### config.mk
export PLATFORM = sky130hd
export DESIGN_NAME = bpnhs_div
export DESIGN_NICKNAME = d
export VERILOG_FILES = /design/src/rtl/bpnhs_pkg.sv /design/src/rtl/bpnhs_div.sv
export SDC_FILE = /design/constraint.sdc
export NUM_CORES = 1
export LEC_CHECK = 0
export BUFFER_PORTS_ARGS = -buffer_cell sky130_fd_sc_hd__buf_4
export CAP_MARGIN = 20
export CORE_AREA = 3 3 115 117
export CTS_CLUSTER_SIZE = 12
export DETAILED_ROUTE_END_ITERATION = 6
export DIE_AREA = 0 0 118 120
export PLACE_DENSITY = 0.79
export SLEW_MARGIN = 40
export SYNTH_ARGS = -nofsm -noshare
export SYNTH_HDL_FRONTEND = slang
export SYNTH_SLANG_ARGS = --single-unit
### constraint.sdc
create_clock -name clock -period 6.55 [get_ports clock]
set_input_delay 1.965 -clock clock [delete_from_list [all_inputs] [get_ports clock]]
set_output_delay 1.965 -clock clock [all_outputs]
set_load 0.05 [all_outputs]
### src/rtl/bpnhs_pkg.sv
// bpnhs_pkg: types, constants and codes for the next-hop selector.
// No dependencies.
package bpnhs_pkg;

   localparam int TABLE_ENTRIES_DEF = 16;
   localparam logic [7:0] MAX_LIFETIME_RST = 8'd10;
   localparam logic [7:0] LINK_LOSS_SCALE_RST = 8'd1;

   localparam logic [1:0] MODE_ROUTE  = 2'd0;
   localparam logic [1:0] MODE_LINK   = 2'd1;
   localparam logic [1:0] MODE_UPDATE = 2'd2;

   localparam logic [1:0] ST_OK      = 2'd0;
   localparam logic [1:0] ST_NONE    = 2'd1;
   localparam logic [1:0] ST_FULL    = 2'd2;
   localparam logic [1:0] ST_UNKNOWN = 2'd3;

   localparam logic [0:0] CSR_MAX_LIFETIME    = 1'd0;
   localparam logic [0:0] CSR_LINK_LOSS_SCALE = 1'd1;

   localparam logic [9:0] ETX_FAIL = 10'd1000;

   typedef struct packed {
      logic [1:0]  mode;
      logic [15:0] neighbor_addr;
      logic        link_success;
      logic [15:0] queue_length;
   } req_type;

   typedef struct packed {
      logic [1:0]  status;
      logic [15:0] next_hop_addr;
      logic [15:0] next_hop_queue;
      logic [9:0]  prev_link_etx;
   } rsp_type;

   // request to the shared divider
   typedef struct packed {
      logic        start;
      logic [47:0] num;
      logic [31:0] den;
   } div_req_type;

   typedef struct packed {
      logic        done;
      logic [47:0] quo;
   } div_rsp_type;

endpackage

### src/rtl/bpnhs_div.sv
// bpnhs_div: radix-2 restoring divider, one quotient bit per cycle.
// Depends on bpnhs_pkg.
module bpnhs_div (
   input  logic                  clock,
   input  logic                  reset,
   input  bpnhs_pkg::div_req_type req,
   output bpnhs_pkg::div_rsp_type rsp
);

   logic [47:0] quo_ff, quo_in;
   logic [32:0] rem_ff, rem_in;
   logic [31:0] den_ff, den_in;
   logic [5:0]  cnt_ff, cnt_in;
   logic        busy_ff, busy_in;
   logic        done_ff, done_in;
   logic [32:0] trial;
   logic [33:0] diffv;

   always_comb begin
      quo_in  = quo_ff;
      rem_in  = rem_ff;
      den_in  = den_ff;
      cnt_in  = cnt_ff;
      busy_in = busy_ff;
      done_in = 1'b0;
      trial   = {rem_ff[31:0], quo_ff[47]};
      diffv   = {1'b0, trial} - {2'b00, den_ff};
      if (req.start) begin
         quo_in  = req.num;
         rem_in  = '0;
         den_in  = req.den;
         cnt_in  = 6'd0;
         busy_in = 1'b1;
      end else if (busy_ff) begin
         if (!diffv[33]) begin
            rem_in = diffv[32:0];
            quo_in = {quo_ff[46:0], 1'b1};
         end else begin
            rem_in = trial;
            quo_in = {quo_ff[46:0], 1'b0};
         end
         cnt_in = cnt_ff + 6'd1;
         if (cnt_ff == 6'd47) begin
            busy_in = 1'b0;
            done_in = 1'b1;
         end
      end
   end

   always_ff @(posedge clock) begin
      quo_ff <= quo_in;
      rem_ff <= rem_in;
      den_ff <= den_in;
      cnt_ff <= cnt_in;
      if (reset) begin
         busy_ff <= 1'b0;
         done_ff <= 1'b0;
      end else begin
         busy_ff <= busy_in;
         done_ff <= done_in;
      end
   end

   assign rsp.done = done_ff;
   assign rsp.quo  = quo_ff;

endmodule

==> results.yml <==
run_status:
  status: "completed"
cts:
  clk_latency_ns: 0.43
  clockBufferDepth: 2
  clkTransAtPathRegs_ns: 0.06
  cts-resized-gates: 0
  ctsHoldBuffers: 0
  cts_tree: "yes"
  root_buffer: "clkbuf_16"
  post_cts_buffers: 0
  clock_sinks: 120
  cts_buffers: 17
  ctsHtreeMaxLevel: 4
route:
  drtIter0Drc: 467
  drt_pass1_iterations: 5
  wl_per_cell_um: 17.4
  routed-via-count: 5311
  via_per_inst: 5.65
  routed_wl_um: 16400
  drc: 0
  final_antenna_net_count: 0
floorplanning:
  num_rows: 41
  die-area_um2: 14200
  fp.dieW_um: 118
  ios: 132
  start_util: 0.542
  die_y_um: 120
  core_area_um2: 12500
logic_synthesis:
  ys_seq_area_frac: 0.474
  netlist_area_um2: 6760
  synthCells: 630
  synthArstFlopShare: 0
  syn_avg_cell_area_um2: 10.7
  synthFlopType: "edfxtp_1"
  yosys_warnings: 0
  synth.distinct_cells: 74
  syn_nets: 747
  ys_seq_elements: 120
  synth_edf_count: 80
sta:
  worstMarginPinSlew_ns: 0.677
  final.setup_skew_ns: 0.00892
  fin_crit_sh: 0.524
  fmax_mhz: 291
  tns_ns: 0
  period_minus_slack_ns: 3.43
  finalSetupViolCount: 0
  slew_headroom: 0.549
  rsz0062_at_grt: "false"
  hold_violations: 0
  slew_violations: 0
global_route:
  track_usage: 0.235
  grt_first_pass_wirelength_um: 26300
  overflow: 0
  antenna_found_initial: 0
  grt_pass1_vias: 5292
  grt_max_degree: 61
critical_path:
  crit_path_start_kind: "input port"
  cp_max_fo: 54
  cpPeakStageDelay_ns: 0.66
  crit_family: "buffers and inverters"
  cpMaxStageDelayCell: "buf_4"
  worstPathArrival_ns: 3.60
  crit_type: "in -> reg"
  crit_chain: "buf_4 > buf_4 > mux2_2"
  crit_buf_inv: 2
  crit_path_end_kind: "flip-flop"
  crit_top_cell: "buf_4"
  crit_required_ns: 6.72
power:
  switching_power_uw: 783
  finalPower_mw: 2.51
  sw_frac_of_total: 0.312
  p_clk_frac: 0.385
  ir_drop_mv: 0.197
  p_int_mw: 1.73
  p_comb_frac: 0.244
  power_leakage_nw: 3.52
  pwr-share-seq: 0.371
  power_density_nw_per_um2: 298
hold_path:
  hold_path.class: "reg -> reg"
layout:
  nets: 872
  layout-drive-gt1-share: 0.319
  ff_latch_area_um2: 3200
  area_growth_pct: 24.8
  multi_input_area_um2: 3220
  final_util: 0.677
  mostFrequentLayoutCells: "buf_4 (135), edfxtp_1 (80), nand2_1 (62)"
  final_common_cell: "buf_4"
  n_fill_cell: 911
  n_antenna_cell: 0
place:
  gp_congestion: 0.925
  port-buffer-count: 131
  hpwl_um: 11300
flow_run:
  max-cap-violations: 0
[synth_stat cells, types with 5 or more instances]
| cell type | number | area [um^2] |
|---|---|---|
| nand3_1 | 12 | 60.1 |
| o21ai_0 | 23 | 115 |
| edfxtp_1 | 80 | 2400 |
| o21a_1 | 6 | 45.0 |
| a311oi_2 | 6 | 90.1 |
| nor3_1 | 8 | 40.0 |
| a211oi_1 | 6 | 45.0 |
| a21oi_1 | 34 | 170 |
| nand2_1 | 62 | 233 |
| mux2_2 | 48 | 541 |
| ha_1 | 33 | 413 |
| clkbuf_1 | 12 | 45.0 |
| a311oi_1 | 13 | 114 |
| a21o_1 | 8 | 60.1 |
| nand2b_1 | 5 | 31.3 |
| o31ai_1 | 5 | 37.5 |
| buf_4 | 7 | 52.6 |
| xor2_1 | 8 | 70.1 |
| nor2_1 | 44 | 165 |
| inv_1 | 45 | 169 |
| mux2i_1 | 5 | 50.1 |
| nand4_1 | 5 | 31.3 |
| dfxtp_1 | 40 | 801 |
| xnor2_1 | 20 | 175 |
| o211ai_1 | 5 | 37.5 |
[flip-flops by register name, summed over array words and instances, names as in the netlist]
signal	cells
den_ff	32
quo_ff	48
busy_ff	1
rem_ff	32
cnt_ff	6
done_ff	1
[cells by family (layout without fill, tap and decap cells)]
group	after synthesis	after routing	share of synthesized area
compound gates	154	154	0.167
simple gates	166	166	0.119
flops	120	120	0.474
fa+ha+maj	34	34	0.0641
mux	54	54	0.0891
buf+inv	74	212	0.0507
xor+xnor	28	28	0.0363
[final timing paths]
check / from / endpoint / slack (ns) / depth (start not counted)
max: req[80] / quo_ff[46] / 3.12 / 3
min reg2reg: cnt_ff[5] / cnt_ff[5] / 0.49 / 2
max reg2reg: quo_ff[47] / rem_ff[30] / 3.31 / 12
min: cnt_ff[5] / cnt_ff[5] / 0.49 / 2
[per-layer routing]
layer	vias up	part of all wire	global-route usage
li1	2587	-	-
met1	2535	0.42	0.285
met2	158	0.50	0.401
met3	31	0.056	0.0641
met4	0	0.020	0.0886
met5	-	0	0
[stage by stage]
| step | std cells | cell area (um^2) | hold slack (ns) | setup WS, ns |
|---|---|---|---|---|
| 2_1_floorplan | 630 | 6760 | 0.453 | 3.14 |
| 4_1_cts | 940 | 8430 | 0.494 | 3.13 |
| 3_5_place_dp | 908 | 7820 | 0.487 | 2.69 |
| 3_3_place_gp | 908 | 7810 | 0.467 | 2.76 |
| 5_1_grt | 940 | 8430 | 0.528 | 3.04 |
| 6_report | 940 | 8430 | 0.495 | 3.12 |
[worst register-to-register path, stage by stage (launching register included)]
cell	delay [ns]
edfxtp_1	0.43
inv_1	0.08
ha_1	0.18
inv_1	0.06
fa_1	0.40
a21o_1	0.23
a221oi_2	0.45
a211o_1	0.28
a21oi_2	0.11
o21ai_1	0.21
o21ai_1	0.11
mux2_1	0.32
a311oi_1	0.27
[power by group through the flow]
stage | registers (mW) | logic, mW | clock network, mW
6_report | 0.932 | 0.612 | 0.967
3_3_place_gp | 0.942 | 0.589 | 0
5_1_grt | 0.940 | 0.660 | 1.02
2_1_floorplan | 1.04 | 0.337 | 0
4_1_cts | 0.932 | 0.608 | 0.983
3_5_place_dp | 0.944 | 0.602 | 0
[final cells by class]
type                       instances  share of cell area
multi-input combinational        436               0.381
sequential                       120               0.380
timing repair buffer             135               0.120
clock buffer                      17              0.0504
tap                              172              0.0255
clock inverter                    15              0.0227
inverter                          45              0.0200
Power figures use the tool's default switching activity.
